## src/rtl/core/tagged_length_frame_receiver_core_assert.svh

```systemverilog
// ----------------------------------------------------------------------------
// Assertion macros for the tagged length frame receiver
// Concurrent assertion wrappers clocked on aclk; empty when SYNTHESIS is set.
// ----------------------------------------------------------------------------
`ifndef TAGGED_LENGTH_FRAME_RECEIVER_CORE_ASSERT_SVH
`define TAGGED_LENGTH_FRAME_RECEIVER_CORE_ASSERT_SVH

`ifndef SYNTHESIS
// checked only out of reset
`define TLFR_ASSERT(label, prop, msg) \
    label: assert property (@(posedge aclk) disable iff (!aresetn) prop) else $error(msg);
// checked on every edge, reset included
`define TLFR_ASSERT_ALWAYS(label, prop, msg) \
    label: assert property (@(posedge aclk) prop) else $error(msg);
`else
`define TLFR_ASSERT(label, prop, msg)
`define TLFR_ASSERT_ALWAYS(label, prop, msg)
`endif

`endif

```

## src/rtl/core/tlfr_pkg.sv

```systemverilog
// ----------------------------------------------------------------------------
// tlfr_pkg
// Types and constants shared by the tagged length frame receiver modules.
// ----------------------------------------------------------------------------
package tlfr_pkg;

    // header magic bytes
    localparam logic [7:0]  MAGIC_0           = 8'h50;
    localparam logic [7:0]  MAGIC_1           = 8'h53;
    // header byte index of the final header byte
    localparam logic [2:0]  HDR_LAST          = 3'd7;
    // cap on delivered payload bytes after reset
    localparam logic [31:0] MAX_PAYLOAD_RESET = 32'd4096;

    typedef enum logic [1:0] {
        PH_HEADER  = 2'd0,
        PH_PAYLOAD = 2'd1
    } phase_t;

    typedef enum logic [2:0] {
        KIND_HDR_BYTE  = 3'd0,
        KIND_HDR_GOOD  = 3'd1,
        KIND_PAYLOAD   = 3'd2,
        KIND_SKIPPED   = 3'd3,
        KIND_BAD_MAGIC = 3'd4
    } kind_t;

    typedef struct packed {
        phase_t       phase;
        logic [2:0]   hdr_count;
        logic [63:0]  hdr_shift;
        logic [31:0]  remaining;
        logic [31:0]  delivered;
    } state_t;

    typedef struct packed {
        kind_t        kind;
        logic [7:0]   data_byte;
        logic [15:0]  msg_id;
        logic [31:0]  msg_len;
        logic [31:0]  delivered_count;
        logic         last;
    } result_t;

endpackage

```

## src/rtl/core/tlfr_step.sv

```systemverilog
// ----------------------------------------------------------------------------
// tlfr_step
// Per-byte deframing logic: next frame state and the result for one byte.
// ----------------------------------------------------------------------------
module tlfr_step
    import tlfr_pkg::*;
(
    input  state_t      state,
    input  logic [7:0]  rx_byte,
    input  logic [31:0] max_payload,
    output state_t      state_next,
    output result_t     result
);

    logic [63:0] shifted;
    logic [31:0] hdr_len;
    logic [15:0] hdr_id;
    logic [31:0] remaining_dec;
    logic [31:0] delivered_inc;

    // header shift, restarted on the first header byte
    assign shifted = (state.hdr_count == 3'd0) ? {56'd0, rx_byte}
                                               : {state.hdr_shift[55:0], rx_byte};
    assign remaining_dec = state.remaining - 32'd1;
    assign delivered_inc = state.delivered + 32'd1;

    // id and length: stored header in payload phase, fresh header at its end
    always_comb begin
        if (state.phase == PH_PAYLOAD) begin
            hdr_id  = state.hdr_shift[47:32];
            hdr_len = state.hdr_shift[31:0];
        end else begin
            hdr_id  = shifted[47:32];
            hdr_len = shifted[31:0];
        end
    end

    // next state and result
    always_comb begin
        state_next = state;
        result     = '0;
        case (state.phase)
            PH_PAYLOAD: begin
                if (state.delivered < max_payload) begin
                    result.kind          = KIND_PAYLOAD;
                    result.data_byte     = rx_byte;
                    state_next.delivered = delivered_inc;
                end else begin
                    result.kind = KIND_SKIPPED;
                end
                state_next.remaining   = remaining_dec;
                result.msg_id          = hdr_id;
                result.msg_len         = hdr_len;
                result.delivered_count = state_next.delivered;
                result.last            = (remaining_dec == 32'd0);
                if (remaining_dec == 32'd0) begin
                    state_next.phase     = PH_HEADER;
                    state_next.hdr_count = 3'd0;
                end
            end
            default: begin
                // header collection, unused phase codes included
                state_next.phase     = PH_HEADER;
                state_next.hdr_shift = shifted;
                state_next.hdr_count = state.hdr_count + 3'd1;
                result.kind          = KIND_HDR_BYTE;
                if (state.hdr_count == HDR_LAST) begin
                    if (shifted[63:56] != MAGIC_0 || shifted[55:48] != MAGIC_1) begin
                        state_next.hdr_shift = '0;
                        result.kind          = KIND_BAD_MAGIC;
                    end else begin
                        state_next.delivered = 32'd0;
                        state_next.remaining = hdr_len;
                        result.kind          = KIND_HDR_GOOD;
                        result.msg_id        = hdr_id;
                        if (hdr_len == 32'd0) begin
                            result.last = 1'b1;
                        end else begin
                            state_next.phase = PH_PAYLOAD;
                            result.msg_len   = hdr_len;
                        end
                    end
                end
            end
        endcase
    end

endmodule

```

## src/rtl/core/tagged_length_frame_receiver_core.sv

```systemverilog
// ----------------------------------------------------------------------------
// tagged_length_frame_receiver_core
// Byte-stream deframer for magic/id/length tagged messages.
// ----------------------------------------------------------------------------
// One byte is taken per clock while the input is not stalled, and each gives
// exactly one result, which appears in the output register the cycle after
// the byte is accepted. A new byte is accepted in every cycle in which the
// output register is empty or its result is being taken, so the sustained
// rate is one byte per cycle while results are taken; the frame state update
// and the output register handshake set this rate. max_payload may be
// rewritten at any idle point and takes effect from the next payload byte.
// ----------------------------------------------------------------------------
module tagged_length_frame_receiver_core
    import tlfr_pkg::*;
(
    input  logic        aclk,
    input  logic        aresetn,
    // configuration
    input  logic        cfg_we,
    input  logic [31:0] cfg_wdata,
    // byte requests in
    input  logic        s_valid,
    output logic        s_ready,
    input  logic [7:0]  s_rx_byte,
    // result requests out
    output logic        m_valid,
    input  logic        m_ready,
    output logic [2:0]  m_kind,
    output logic [7:0]  m_data_byte,
    output logic [15:0] m_msg_id,
    output logic [31:0] m_msg_len,
    output logic [31:0] m_delivered_count,
    output logic        m_last
);

`include "tagged_length_frame_receiver_core_assert.svh"

    logic        accept;
    logic [31:0] max_payload_reg;
    state_t      state_reg;
    state_t      state_next;
    result_t     result_reg;
    result_t     result_next;
    logic        m_valid_reg;

    assign s_ready = !m_valid_reg || m_ready;
    assign accept  = s_valid && s_ready;

    // per-byte logic
    tlfr_step u_step (
        .state       (state_reg),
        .rx_byte     (s_rx_byte),
        .max_payload (max_payload_reg),
        .state_next  (state_next),
        .result      (result_next)
    );

    // configuration register
    always_ff @(posedge aclk) begin
        if (!aresetn) begin
            max_payload_reg <= MAX_PAYLOAD_RESET;
        end else if (cfg_we) begin
            max_payload_reg <= cfg_wdata;
        end
    end

    // frame state
    always_ff @(posedge aclk) begin
        if (!aresetn) begin
            state_reg <= '{phase: PH_HEADER, hdr_count: 3'd0, hdr_shift: 64'd0,
                           remaining: 32'd0, delivered: 32'd0};
        end else if (accept) begin
            state_reg <= state_next;
        end
    end

    // output register valid
    always_ff @(posedge aclk) begin
        if (!aresetn) begin
            m_valid_reg <= 1'b0;
        end else if (accept) begin
            m_valid_reg <= 1'b1;
        end else if (m_ready) begin
            m_valid_reg <= 1'b0;
        end
    end

    // output register payload
    always_ff @(posedge aclk) begin
        if (accept) begin
            result_reg <= result_next;
        end
    end

    assign m_valid           = m_valid_reg;
    assign m_kind            = result_reg.kind;
    assign m_data_byte       = result_reg.data_byte;
    assign m_msg_id          = result_reg.msg_id;
    assign m_msg_len         = result_reg.msg_len;
    assign m_delivered_count = result_reg.delivered_count;
    assign m_last            = result_reg.last;

    // checks
    `TLFR_ASSERT(a_stall_means_full, !s_ready |-> m_valid_reg, "input stalled with output empty")
    `TLFR_ASSERT(a_good_hdr_enters_payload, accept && result_next.kind == KIND_HDR_GOOD && result_next.msg_len != 32'd0 |=> state_reg.phase == PH_PAYLOAD, "good header did not enter payload")
    `TLFR_ASSERT(a_last_restarts_hunt, accept && result_next.last |=> state_reg.phase == PH_HEADER && state_reg.hdr_count == 3'd0, "message end did not restart header hunt")
    `TLFR_ASSERT(a_delivered_nonzero, m_valid_reg && result_reg.kind == KIND_PAYLOAD |-> result_reg.delivered_count != 32'd0, "delivered byte with zero count")

endmodule

```

## config.mk

```make
export PLATFORM = sky130hd
export DESIGN_NAME = tagged_length_frame_receiver_core
export DESIGN_NICKNAME = d
export VERILOG_FILES = /design/src/rtl/core/tlfr_pkg.sv /design/src/rtl/core/tlfr_step.sv /design/src/rtl/core/tagged_length_frame_receiver_core.sv
export VERILOG_INCLUDE_DIRS = /design/src /design/src/rtl/core
export SDC_FILE = /design/constraint.sdc
export NUM_CORES = 1
export LEC_CHECK = 0
export ABC_CLOCK_PERIOD_IN_PS = 11100
export BUFFER_PORTS_ARGS = -buffer_cell sky130_fd_sc_hd__buf_2
export CORE_MARGIN = 5
export CORE_UTILIZATION = 40
export CTS_CLUSTER_SIZE = 20
export DETAILED_ROUTE_END_ITERATION = 16
export GPL_ROUTABILITY_DRIVEN = 0
export SLEW_MARGIN = 20
export SYNTH_ARGS = -nofsm -noshare
export SYNTH_HDL_FRONTEND = slang
export SYNTH_SLANG_ARGS = --single-unit
```

## constraint.sdc

```tcl
create_clock -name aclk -period 11.1 [get_ports aclk]
set_clock_uncertainty 0.2 [all_clocks]
set_input_delay 0.555 -clock aclk [delete_from_list [all_inputs] [get_ports aclk]]
set_output_delay 0.555 -clock aclk [all_outputs]
set_load 0.1 [all_outputs]
```

==> results.cfg <==
[critical_path]
crit_top_cell = buf_4
max_stage_delay_ps = 990
cp_slowest_cell = dfxtp_2
cp_max_fo = 55
reg2reg_to = state_reg[18]
rrSetupSlack_ps = 7060
crit_chain = buf_4 > inv_1 > buf_4 > nor2_1 > nand2_1 > buf_4 > nor4_1 > nand3_1 > o21ai_0
r2r_start = state_reg[131]
start_kind = flop
critPathKind = flop to flop
worstSetupEndpointType = flop
cp.buffers_inverters = 4
crit_arrival_ps = 4300
cp_top_family = buffers and inverters
critPathRequiredTime_ps = 11360
reg2regPathDepth = 9

[global_routing]
grt_pass1_vias = 9411
grt_antenna_before_repair = 0
grt_max_degree = 72
grt_pass1_wl_um = 51800
busiest_layer = met2
overflow = 0
grt_util_met1_pct = 26.7
globalRouteMet3Util_pct = 2.31
track_usage_pct = 18.5
grt_use_met2_pct = 29.8

[floorplanning]
core_area_um2 = 30300
die_area_um2 = 34100
io-pin-count = 139
placementRows = 64
start_util_pct = 40.2
die_w_um = 185
die_h_um = 185

[worst_hold_path]
min_to = max_payload_reg[12]
hold_class = input port to flop
whs_path_depth = 3
min_from = cfg_wdata[12]

[sta]
finalMaxSlewViolations = 0
period_needed_ps = 4040
slew_headroom_pct = 31.0
rsz0062_at_grt = no
finalSetupTns_ps = 0
hold_violations = 0
worst_pin_slew_ps = 1030
fmax_ghz = 0.247
fin_crit_sh_pct = 36.4
setup_viol = 0

[layout]
final_nets = 1457
syn_to_final_growth_pct = 14.8
largest_reg_flops = 124
stdcell_area_um2 = 14000
diodes = 0
drive_gt1_share_pct = 15.7

[cts]
cts-root-buf = clkbuf_16
cts.htree.levels = 1
path_clk_slew_ps = 70
cts_sinks = 249
clock_latency_ps = 550
postCtsSetupRepairBufs = 0
post_cts_resized = 0
cts_tree = yes
ctsHoldBuffers = 0
max-clock-path-buffers = 3
cts_made_buffers = 28

[placed_design]
place_area_um2 = 13100
dp_hpwl_um = 22300
io_buffer_count = 138

[power]
cellLeakagePower_nw = 5.41
ir_drop_mv = 0.103
powerDensity_nw_per_um2 = 149
fin_total_pwr_w = 0.00209

[yosys]
yosys_warnings = 0
yosysSeqAreaShare_pct = 48.4
synth-edff-count = 92
async_flop_share_pct = 0
synth_top_flop_cell = dfxtp_1
synthDistinctLibCells = 76
synth_area_um2 = 12200
syn_area_per_cell_um2 = 9.50
syn_inst = 1285
ys_seq_elements = 249
syn_nets = 1367

[route]
viasPerCell = 5.67
drt-total-wl_um = 32800
wl_per_cell_um = 18.3
vias = 10200
detail-route-antenna-nets = 0
dr.first_iter.drc_count = 890
drcViolationCount = 0
first_pass_iters = 5

[run_status]
outcome = complete, no violations

[flow_run]
cap_violations = 0
-- layout by cell type, fill, tap and decap left out, drive strengths merged, types with 22 or more instances in the layout --
cell type / instances
xnor2: 31
a22oi: 46
ha: 37
buf: 153
o21ai: 58
dfxtp: 157
and3: 22
inv: 57
a21oi: 35
nand2: 72
nor4: 43
a22o: 47
edfxtp: 92
nor2: 178
mux2i: 36
nand3: 41
nand4: 23
nor3: 39
clkbuf: 38
-- final cells by class --
| class | instances | area [um^2] |
|---|---|---|
| flip-flops and latches | 249 | 5910 |
| clock buffers | 38 | 768 |
| inverters | 57 | 218 |
| multi-input cells | 886 | 5710 |
| fillers | 2936 | 16300 |
| clock inverters | 14 | 109 |
| repair buffers | 153 | 803 |
| well taps | 396 | 495 |
-- logic make-up after synthesis --
group | Yosys count | synth area share, %
simple gates | 475 | 19.3
compound gates | 297 | 17.6
flops | 249 | 48.4
buf+inv | 150 | 4.96
mux | 39 | 3.23
xor+xnor | 38 | 2.73
fa+ha+maj | 37 | 3.79
-- worst reg2reg max path, delay by kind of cell (launching register included) --
kind	cells	cell delay (ps)
buf+inv	4	1730
flops	1	990
compound gates	1	80
simple gates	4	950
-- cell usage after synthesis (31+ instances only) --
library cell	count	area (um^2)
a21oi_1	35	175
a22o_1	47	412
a22oi_1	46	345
clkbuf_1	76	285
dfxtp_1	157	3140
edfxtp_1	92	2760
ha_1	37	463
inv_1	57	214
mux2i_1	36	360
nand2_1	71	267
nand3_1	41	205
nor2_1	178	668
nor3_1	38	190
nor4_1	40	250
o21ai_0	56	280
xnor2_1	31	272
-- per-layer routing --
metal  wire length (um)  vias up
li1                   -     4936
met1              15300     4875
met2              14900      305
met3               1820       54
met4                763        0
met5                  0        -
-- power breakdown --
part	switching, W	internal, W	leakage, nW
combinational	0.000182	0.0000383	2.79
sequential	0.0000149	0.000971	2.20
clock	0.000373	0.000508	0.422
total	0.000570	0.00152	5.41
-- worst max path at each step --
stage                               from            end  slack (ps)  cells after the start
after global routing      state_reg[131]  state_reg[18]        6670                      9
after detailed placement  state_reg[131]  state_reg[18]        7110                      9
after global placement    state_reg[131]   m_msg_id[11]        7220                      6
final                     state_reg[131]  state_reg[18]        7060                      9
after floorplan                  m_valid  state_reg[39]        5530                      8
after CTS                 state_reg[131]  state_reg[18]        7090                      9
-- stage by stage --
stage | std cells | util, % | hold slack, ps | setup WS, ps
after CTS | 1793 | 46.1 | 25.9 | 7090
after floorplan | 1285 | - | 260 | 5530
after global routing | 1793 | 46.1 | 47.2 | 6670
after detailed placement | 1741 | 43.3 | 282 | 7110
after global placement | 1741 | 43.3 | 276 | 7220
final | 1793 | 46.1 | 46.0 | 7060
Power figures use the tool's default switching activity.
